==> config.mk <==
export PLATFORM = sky130hd
export DESIGN_NAME = cci_divider
export DESIGN_NICKNAME = d
export VERILOG_FILES = /design/src/hw/rtl/cci_pkg.sv /design/src/hw/rtl/cci_divider.sv
export VERILOG_INCLUDE_DIRS = /design/src /design/src/hw/rtl
export SDC_FILE = /design/constraint.sdc
export NUM_CORES = 1
export LEC_CHECK = 0
export ABC_AREA = 1
export BUFFER_PORTS_ARGS = -buffer_cell sky130_fd_sc_hd__buf_2
export CAP_MARGIN = 20
export CORE_ASPECT_RATIO = 2
export CORE_MARGIN = 2
export CORE_UTILIZATION = 35
export CTS_CLUSTER_SIZE = 16
export DETAILED_ROUTE_END_ITERATION = 12
export GPL_ROUTABILITY_DRIVEN = 1
export HOLD_SLACK_MARGIN = 0.08
export PLACE_DENSITY = 0.54
export SYNTH_ARGS = -nofsm -noshare
export SYNTH_HDL_FRONTEND = slang
export SYNTH_SLANG_ARGS = --single-unit
==> constraint.sdc <==
create_clock -name clk_i -period 5.2 [get_ports clk_i]
set_input_delay 0.52 -clock clk_i [delete_from_list [all_inputs] [get_ports clk_i]]
set_output_delay 0.52 -clock clk_i [all_outputs]
set_load 0.1 [all_outputs]
==> src/hw/rtl/commodity_channel_index_macros.svh <==
// ----------------------------------------------------------------------------
// commodity_channel_index_macros
// Assertion macros shared by the RTL files.
// ----------------------------------------------------------------------------
`ifndef COMMODITY_CHANNEL_INDEX_MACROS_SVH
`define COMMODITY_CHANNEL_INDEX_MACROS_SVH

// Assert an implication every clock edge outside reset.
`define CCI_ASSERT(label, clk, rst_n, prop, msg) \
  label: assert property (@(posedge clk) disable iff (!rst_n) prop) else $error(msg);

// Assert an implication that must also hold during reset.
`define CCI_ASSERT_ALWAYS(label, clk, prop, msg) \
  label: assert property (@(posedge clk) prop) else $error(msg);

`endif

==> src/hw/rtl/cci_pkg.sv <==
// ----------------------------------------------------------------------------
// cci_pkg
// Shared types and constants of the commodity channel index block.
// ----------------------------------------------------------------------------
package cci_pkg;

  localparam int unsigned DefaultWindow = 20;
  localparam int unsigned PriceW        = 32;
  // 0.015 = 3/200; Q16.16 scale times 200
  localparam logic [23:0] CciScale      = 24'd13107200;

  typedef enum logic [2:0] {
    ST_IDLE,
    ST_TP,
    ST_UPDATE,
    ST_AVG,
    ST_DEV,
    ST_MD,
    ST_DIV,
    ST_OUT
  } state_e;

  typedef struct packed {
    logic        start;
    logic [63:0] dividend;
    logic [63:0] divisor;
  } div_req_t;

endpackage

==> src/hw/rtl/cci_divider.sv <==
// ----------------------------------------------------------------------------
// cci_divider
// Restoring divider, one quotient bit per cycle, 64-bit operands.
// ----------------------------------------------------------------------------
`include "commodity_channel_index_macros.svh"
module cci_divider (
  input  logic                clk_i,
  input  logic                rst_ni,
  input  cci_pkg::div_req_t   req_i,
  output logic                done_o,
  output logic [63:0]         quot_o
);
  import cci_pkg::*;

  logic [63:0] rem_q, rem_d, quo_q, quo_d, den_q, den_d;
  logic [6:0]  cnt_q, cnt_d;
  logic        busy_q, busy_d, done_q, done_d;
  logic [64:0] trial;

  always_comb begin
    rem_d  = rem_q;
    quo_d  = quo_q;
    den_d  = den_q;
    cnt_d  = cnt_q;
    busy_d = busy_q;
    done_d = 1'b0;
    trial  = {rem_q, quo_q[63]} - {1'b0, den_q};
    if (req_i.start) begin
      rem_d  = '0;
      quo_d  = req_i.dividend;
      den_d  = req_i.divisor;
      cnt_d  = '0;
      busy_d = 1'b1;
    end else if (busy_q) begin
      if (!trial[64]) begin
        rem_d = trial[63:0];
        quo_d = {quo_q[62:0], 1'b1};
      end else begin
        rem_d = {rem_q[62:0], quo_q[63]};
        quo_d = {quo_q[62:0], 1'b0};
      end
      cnt_d = cnt_q + 7'd1;
      if (cnt_q == 7'd63) begin
        busy_d = 1'b0;
        done_d = 1'b1;
      end
    end
  end

  always_ff @(posedge clk_i or negedge rst_ni) begin
    if (!rst_ni) begin
      busy_q <= 1'b0;
      done_q <= 1'b0;
      cnt_q  <= '0;
    end else begin
      busy_q <= busy_d;
      done_q <= done_d;
      cnt_q  <= cnt_d;
    end
  end

  always_ff @(posedge clk_i) begin
    rem_q <= rem_d;
    quo_q <= quo_d;
    den_q <= den_d;
  end

  assign done_o = done_q;
  assign quot_o = quo_q;

  `CCI_ASSERT(a_done_after_busy, clk_i, rst_ni, done_q |-> $past(busy_q), "done without busy")
  `CCI_ASSERT(a_no_restart, clk_i, rst_ni, busy_q |-> !req_i.start, "divider restarted")
  `CCI_ASSERT_ALWAYS(a_done_pulse, clk_i, done_q |=> !done_q, "done held")

endmodule

==> Word-level counts from Yosys, hierarchy flattened <==
Cells that the tools add are included.
{ "classes": {"n_addsub": 2, "n_reduce_logical": 1, "muxes": 12, "n_eq_ne": 1} }
{ "ops": {"columns": ["op", "count"], "rows": [
  ["64-bit two-way mux", 3],
  ["65-bit by 64-bit subtractor with 65-bit output", 1],
  ["7-bit two-way mux", 2],
  ["7-bit by 1-bit adder with 7-bit output (second input constant)", 1],
  ["7-bit by 6-bit == test with 1-bit output (second input constant)", 1],
  ["1-bit two-way mux", 7],
  ["2-bit nonzero test", 1]
]} }
{ "totals": {"out_inout_bits": 65, "wordCells": 22, "regBits": 201, "in_bits": 131} }

==> Longest topological paths before layout <==
Gate-level depths: netlist (run 1).
{ "logic_depth": {"ltp_word": 4, "ltp_mapped": 21, "mapped_depth_nobuf": 19} }

==> Worst setup path before layout (run 1) <==
No wires, ideal clock.
{ "synth_path": {"path_kind": "flip-flop to flip-flop", "startpoint": "register quo_q[63] (netlist: quot_o[63])", "endpoint": "register quo_q[0] (netlist: quot_o[0]), data pin", "path_stages_with_launch": 20, "t_arrival_ns": 2.989, "slack_ns": 1.942, "setup_ns": 0.269, "t_required_ns": 4.931, "period_less_slack_ns": 3.258, "path_buffers": 2, "path_cell_list": "edfxtp_1 inv_1 ha_1 fa_1 inv_1 nand2_1 nand2_1 nand3_1 nand2_2 nand2_1 nand2_2 nand2_1 nand2_2 nand2_4 nand2_4 nand2_2 nand2_2 buf_12 buf_6 o21ai_0"} }
{ "synth_between": {"elab_chain_cells": 4} }
{ "synth_lines": {"columns": ["element", "line_no", "source"], "rows": [
  ["start, declared", "cci_divider.sv:15", "logic [63:0] rem_q, rem_d, quo_q, quo_d, den_q, den_d;"],
  ["start signal, assigned", "cci_divider.sv:64", "quo_q <= quo_d;"],
  ["65-bit by 64-bit subtractor with 65-bit output", "cci_divider.sv:27", "trial = {rem_q, quo_q[63]} - {1'b0, den_q};"],
  ["1-bit two-way mux", "cci_divider.sv:35", "if (!trial[64]) begin"],
  ["64-bit two-way mux", "cci_divider.sv:34", "end else if (busy_q) begin"],
  ["64-bit two-way mux", "cci_divider.sv:28", "if (req_i.start) begin"],
  ["net quo_d[0]", "cci_divider.sv:15", null]
]} }
The timed path passes the listed nets, and every way through them passes these cells. The select of a mux whose other input is x is not followed.
A chain may end at the register's enable or synchronous reset.

==> Worst setup path after layout (run 1) <==
{ "layout_path": {"startpoint": "register quo_q[63] (netlist: quot_o[63])", "endpoint": "register rem_q[8]"} }
{ "layout_between": {"elab_chain_cells": 2} }
{ "layout_lines": {"columns": ["element", "line_no", "source"], "rows": [
  ["65-bit by 64-bit subtractor with 65-bit output", "cci_divider.sv:27", null],
  ["64-bit two-way mux", "cci_divider.sv:35", null],
  ["end signal, assigned", "cci_divider.sv:63", "rem_q <= rem_d;"],
  ["end, declared", "cci_divider.sv:15", null]
]} }
Every way passes these cells.

==> flow_summary.yaml, run 1 <==
critical_path:
  startpoint_type: "flip-flop"
  worst-setup-path-type: "reg -> reg"
  crit_path_end_kind: "flip-flop"
  crit_chain: "inv_1 > ha_1 > fa_1 > inv_1 > nand2_1 > nand2_1 > nand3_1 > nand2_2 > nand2_1 > nand2_2 > nand2_1 > nand2_2 > nand2_4 > nand2_4 > nand2_2 > nand2_2 > buf_4 > nand2_1 > nand3_1 > nand2_1"
  slowest_stage: "nand2_2"
  critPathMaxFanout: 25
  critPathTopFamily: "simple AND/OR/NAND/NOR gates"
  critPathBufInv: 3
  arrival_ns: 3.91
  crit_top_cell: "nand2_1"
  crit_start: "quot_o[63]$_DFFE_PP_"
  critPathRequiredTime_ns: 5.62
  r2r_start: "quot_o[63]$_DFFE_PP_"
  slowest_delay_ns: 0.49
synthesis:
  synth-seq-cells: 201
  yosysWarnings: 0
  synth_top_area_cell: "nand2_1"
  synth_most_common_cell: "nand2_1"
  async_reset_ff_share_pct: 4.48
  synth_area_leaders: "nand2_1 27%, edfxtp_1 26%, inv_1 13%, dfxtp_1 8.8%, ha_1 5.6%"
  syn_area_per_cell_sq_um: 6.38
  synthFlopType: "edfxtp_1"
  synth_edf_count: 128
  synth_fp_nets: 2484
  synth_commonest_cells: "1,036 x nand2_1, 496 x inv_1, 131 x nand3_1"
  synth-seq-area-share_pct: 36.7
  netlist_instances: 2287
  synth_area_sq_mm: 0.0146
  synthDominantCellAreaShare_pct: 26.6
  synth_cell_types: 35
detailed_routing:
  drc: 0
  vias_per_cell: 4.53
  final_antenna_net_count: 0
  drt_pass1_iterations: 5
  dr_total_vias: 13698
  routedWlPerCell_um: 16.0
  drt-total-wl_mm: 48.3
  drt-initial-drc-count: 560
power:
  vdd_drop_max_uv: 288
  powerDensity_mw_per_mm2: 249
  power_leakage_nw: 9.63
  total_power_mw: 4.16
timing:
  tightest_slew_ns: 0.800
  min_period_over_period_pct: 67.1
  maxSlewViolCount: 0
  min_period_ns: 3.49
  hold_violations: 0
  rsz0062_at_grt: "no"
  setup_violations: 0
  skew_ns: 0.0130
  fmax_ghz: 0.287
  maxSlewHeadroom_pct: 46.6
  setup_tns_ns: 0
floorplanning:
  coreArea_sq_mm: 0.0411
  rows: 105
  initial_core_util_pct: 35.5
  die_h_um: 293
  pin_count: 196
  die_x_um: 148
  die_area_sq_mm: 0.0434
global_route:
  grt_usage_pct: 22.4
  overflow: 0
  antenna_found_initial: 2
  grt_pass1_wl_mm: 75.1
  grt_pass1_vias: 14100
  grt_max_degree: 67
clocking:
  post-cts-setup-buffers: 0
  cts_tree: "done"
  clock_path_buffers: 3
  clk_latency_ns: 0.53
  post_cts_resized: 0
  cts_max_level: 1
  hold_buffers: 1
  path_clk_slew_ns: 0.07
  cts_sinks: 201
  numCtsBuffers: 21
  ctsRootBufferMaster: "clkbuf_16"
placement:
  place.gp.congestion: 1.01
  dp_hpwl_mm: 39.6
  port_buffers: 195
worst_hold_path:
  hp-start: "req_i[47]"
  hp-class: "in -> reg"
final_layout:
  antenna_cells: 0
  area_growth_pct: 14.6
  drive_gt1_share_pct: 12.5
  nets: 2671
  fillCellCount: 4477
outcome:
  outcome: "finished, final reports clean"
run:
  maxCapViolations: 0
cells in the final DEF (no fill, tap or decap), drive strengths merged:
master and n:
nand2 1091, inv 501, buf 205, nand3 132
edfxtp 128, nor2 115, ha 65, dfxtp 64
a21oi 53, xnor2 25, clkbuf 25, o21ai 19
nor3 16, dfrtp 9, nand4 8, clkinv 8
xor2 6, nand3b 3, and2 3, nor4 3
and3 2, bufinv 2, clkinvlp 2, o21bai 1
fa 1, dlygate4sd3 1
final cells by class:
| class | count | area [sq um] | share of cell area [%] |
|---|---|---|---|
| flip-flops and latches | 201 | 5350 | 32.0 |
| well taps | 535 | 669 | 4.00 |
| inverters | 501 | 1880 | 11.2 |
| clock buffers | 25 | 551 | 3.29 |
| repair buffers | 206 | 1060 | 6.36 |
| clock inverters | 12 | 120 | 0.718 |
| multi-input cells | 1543 | 7090 | 42.4 |
routing by layer:
layer	GRT usage, %	up-vias	wire length, um
met5	0	-	19
met4	12.5	4	3010
met3	3.40	103	2320
met2	44.0	362	26100
met1	21.6	6041	16900
li1	-	7188	-
stage by stage:
step | util, % | hold WS [ns] | std cells | setup slack [ns] | instance area (sq um)
after floorplan | - | 0.224 | 2287 | 1.94 | 14600
after global placement | 39.0 | 0.385 | 2985 | 1.77 | 16000
after detailed placement | 39.0 | 0.389 | 2985 | 1.69 | 16000
after CTS | 40.7 | 0.133 | 3023 | 1.68 | 16700
after global routing | 40.7 | 0.135 | 3023 | 1.40 | 16700
final | 40.7 | 0.159 | 3023 | 1.71 | 16700
cell families after synthesis:
group,after synthesis,synth area share (%)
xor+xnor,31,1.86
simple gates,1373,38.4
flops,201,36.7
fa+ha+maj,66,5.71
compound gates,73,2.55
buf+inv,543,14.8
registers in the layout (all words and copies together), names as in the netlist:
| name | cells |
|---|---|
| busy_q | 1 |
| cnt_q | 7 |
| den_q | 64 |
| done_o | 1 |
| quot_o | 64 |
| rem_q | 64 |
report_power, final:
group / switching [mW] / leakage, nW / internal (mW)
Combinational: 0.625 / 7.34 / 0.173
Sequential: 0.0396 / 1.96 / 1.80
Clock: 0.670 / 0.325 / 0.857
Total: 1.33 / 9.63 / 2.83
path summary, 6_finish.rpt:
kind                                         end  slack [ns]  cells past startpoint
setup / recovery           rem_q[8]$_SDFFE_PP0P_        1.71                     20
hold / removal               den_q[47]$_DFFE_PP_        0.16                      1
setup reg to reg           rem_q[8]$_SDFFE_PP0P_        1.71                     20
hold reg to reg                 done_o$_DFF_PN0_        0.46                      1
max in group asynchronous   cnt_q[6]$_DFFE_PN0P_        4.64                      2
min in group asynchronous   cnt_q[3]$_DFFE_PN0P_        0.37                      2
No activity file was read; power rests on OpenSTA's default activity.
==> run 2, diff against run 1 <==
Settings changed: ABC_AREA 1 to 0, PLACE_DENSITY 0.54 to 0.57.
Clock period 5.2 ns to 3.1 ns, I/O delays scaled along.
==> run 2 against run 1 <==
The run now ends with setup timing left. Sequential share of layout area fell by 1.2 points. Critical endpoint is now rem_q[58]$_SDFFE_PP0P_. Via count down 19%. Critical path type unchanged. Non-clock buffer count is 254 higher. Die area shrank 16%. Final area grew 3.9%. Count of clock-buffer cells in the layout down 2. Synthesized area is 17% lower. Critical path depth down 5. Utilization rose by 10 points. Power rose to 3.5 times the previous value.
==> flow_summary.yaml, run 2 <==
outcome:
  outcome: "finished with violations"
  violations: "setup timing"
floorplanning:
  initial_core_util_pct: 35.5
  coreArea_sq_mm: 0.0342
  rows: 96
  die_x_um: 136
  pin_count: 196
  die_area_sq_mm: 0.0363
  die_h_um: 268
power:
  power_leakage_nw: 7.40
  power.share.clock_pct: 19.7
  switchingPower_mw: 6.04
  internal_power_mw: 8.53
  pwr-share-comb_pct: 54.5
  sw_frac_of_total_pct: 41.5
  vdd_drop_max_uv: 628
  power_frac_seq_pct: 25.8
  powerDensity_mw_per_mm2: 838
clocking:
  numCtsBuffers: 22
  cts_tree: "done"
  clock_path_buffers: 3
  clk_latency_ns: 0.53
  ctsRootBufferMaster: "clkbuf_16"
  cts_max_level: 1
  path_clk_slew_ns: 0.06
  cts_sinks: 201
detailed_routing:
  dr_total_vias: 11041
  vias_per_cell: 5.25
  drt_pass1_iterations: 4
  drt-initial-drc-count: 566
  drc: 0
  routedWlPerCell_um: 18.7
  final_antenna_net_count: 0
  drt-total-wl_mm: 39.3
critical_path:
  critPathBufInv: 3
  arrival_ns: 3.63
  slowest_delay_ns: 0.40
  reg2reg_slack_ns: -0.13
  startpoint_type: "flip-flop"
  critPathMaxFanout: 4
  slowest_stage: "a2111oi_4"
  crit_path_end_kind: "flip-flop"
  critPathTopFamily: "compound AO/OA/AOI/OAI gates"
  worst-setup-path-type: "reg -> reg"
  crit_chain: "inv_1 > ha_2 > fa_2 > and2b_2 > buf_6 > o31ai_4 > a2111oi_4 > o21ai_2 > o31ai_4 > a211o_4 > a31o_4 > buf_6 > a31oi_4 > xor2_1 > o22ai_1"
  critPathRequiredTime_ns: 3.50
worst_hold_path:
  hp-class: "in -> reg"
synthesis:
  synth-seq-area-share_pct: 44.0
  synth-seq-cells: 201
  syn_area_per_cell_sq_um: 9.81
  synth_commonest_cells: "154 x nand2_1, 128 x edfxtp_1, 101 x nor2_1"
  synthDominantCellAreaShare_pct: 31.6
  async_reset_ff_share_pct: 4.48
  yosysWarnings: 0
  synth_cell_types: 77
  synth_fp_nets: 1436
  synth_edf_count: 128
  synth_most_common_cell: "nand2_1"
  synth_area_leaders: "edfxtp_1 32%, dfxtp_1 11%, ha_1 6.7%, mux2_2 5.8%, nand2_1 4.8%"
  synthFlopType: "edfxtp_1"
  synth_area_sq_mm: 0.0122
  netlist_instances: 1239
  synth_top_area_cell: "edfxtp_1"
final_layout:
  multi_input_area_sq_mm: 0.00683
  final_common_cell: "buf_2"
  antenna_cells: 0
  nets: 1843
  drive_gt1_share_pct: 35.3
  area_growth_pct: 43.1
  seq_area_sq_mm: 0.00535
  layout_common_cells: "194 x buf_2, 128 x edfxtp_1, 126 x nand2_1"
  fillCellCount: 3078
  final_cell_area_sq_mm: 0.0174
global_route:
  grt_usage_pct: 20.3
  grt_pass1_wl_mm: 58.0
  grt_max_degree: 119
  grt_pass1_vias: 11685
  antenna_found_initial: 0
  overflow: 0
placement:
  place_area_sq_mm: 0.0144
  dp_hpwl_mm: 26.7
  place.gp.congestion: 0.947
  port_buffers: 195
timing:
  setup_tns_ns: -0.894
  fmax_ghz: 0.309
  setup_violations: 16
  tightest_slew_ns: 0.679
  whs_ns: 0.0964
  min_period_ns: 3.23
  hold_violations: 0
  skew_ns: 0.0172
  maxSlewHeadroom_pct: 54.7
  rsz0062_at_grt: "yes"
  min_period_over_period_pct: 104
  maxSlewViolCount: 0
  worst_slack_ns: -0.132
run:
  maxCapViolations: 0
==> run 2: cell types whose count changed in the layout (fill, tap and decap cells not counted), moves of 29 or more <==
cell,change
a311oi_2,+30
dlygate4sd3_1,+114
inv_1,-421
nand2_1,-910
mux2_2,+63
nand2_2,-29
buf_4,+104
a21o_1,+35
nand3_1,-116
==> run 2: final cells by class <==
type                       instances  area share (%)
clock buffer                      23            3.31
timing repair buffer             460            20.7
multi-input combinational        886            39.3
sequential                       201            30.8
inverter                          75            1.62
tap                              441            3.17
clock inverter                    17            1.14
==> run 2: final timing paths <==
path	from	to	depth (start not counted)
max	quot_o[63]$_DFFE_PP_	rem_q[58]$_SDFFE_PP0P_	15
min	req_i[64]	quot_o[0]$_DFFE_PP_	3
min reg2reg	cnt_q[6]$_DFFE_PN0P_	done_o$_DFF_PN0_	1
min in group asynchronous	rst_ni	cnt_q[6]$_DFFE_PN0P_	2
max reg2reg	quot_o[63]$_DFFE_PP_	rem_q[58]$_SDFFE_PP0P_	15
max in group asynchronous	rst_ni	busy_q$_DFF_PN0_	2
==> run 2: layer usage <==
metal / part of all wire [%] / GRT usage [%]
met4: 7.1 / 11.9
met1: 34 / 19.2
met5: 0 / 0
met3: 4.0 / 2.71
met2: 55 / 40.2
==> run 2: worst min-delay path, stage by stage <==
cell     delay (ns)
buf_2          0.08
nand2_1        0.04
o21ai_1        0.08
==> run 2: power by group through the flow <==
stage          sequential, mW  combinational, mW  clock, mW
2_1_floorplan            4.33               3.80          0
3_3_place_gp             3.75               6.32          0
3_5_place_dp             3.75               6.39          0
4_1_cts                  3.71               6.67       2.95
5_1_grt                  3.81               8.46       3.02
6_report                 3.75               7.94       2.87
==> run 2: repair_timing <==
item,CTS,global route
cloned,0,9
endpoints found under the setup margin,64,65
endpoints found under the hold margin,123,0
setup buffers,3,23
pin swaps,12,43
resized for setup,22,96
hold buffers,115,0
==> run 2: cell families after synthesis <==
family                   count (synthesis)  synth area share [%]
multiplexers                            66                  6.08
AO/OA/AOI/OAI                          314                  19.0
XOR/XNOR                                60                  4.32
flip-flops                             201                  44.0
adder cells (fa/ha/maj)                 66                  6.86
AND/OR/NAND/NOR                        380                  14.4
buffers and inverters                  152                  5.32
==> run 2: per-stage QoR <==
| step | instances | utilization, % | worst slack [ns] | power [mW] |
|---|---|---|---|---|
| 6_report | 2103 | 50.8 | -0.132 | 14.6 |
| 3_5_place_dp | 1913 | 42.1 | -0.226 | 10.1 |
| 4_1_cts | 2071 | 48.1 | -0.0445 | 13.3 |
| 2_1_floorplan | 1239 | - | -0.485 | 8.13 |
| 5_1_grt | 2103 | 50.8 | -0.239 | 15.3 |
| 3_3_place_gp | 1913 | 42.1 | -0.173 | 10.1 |
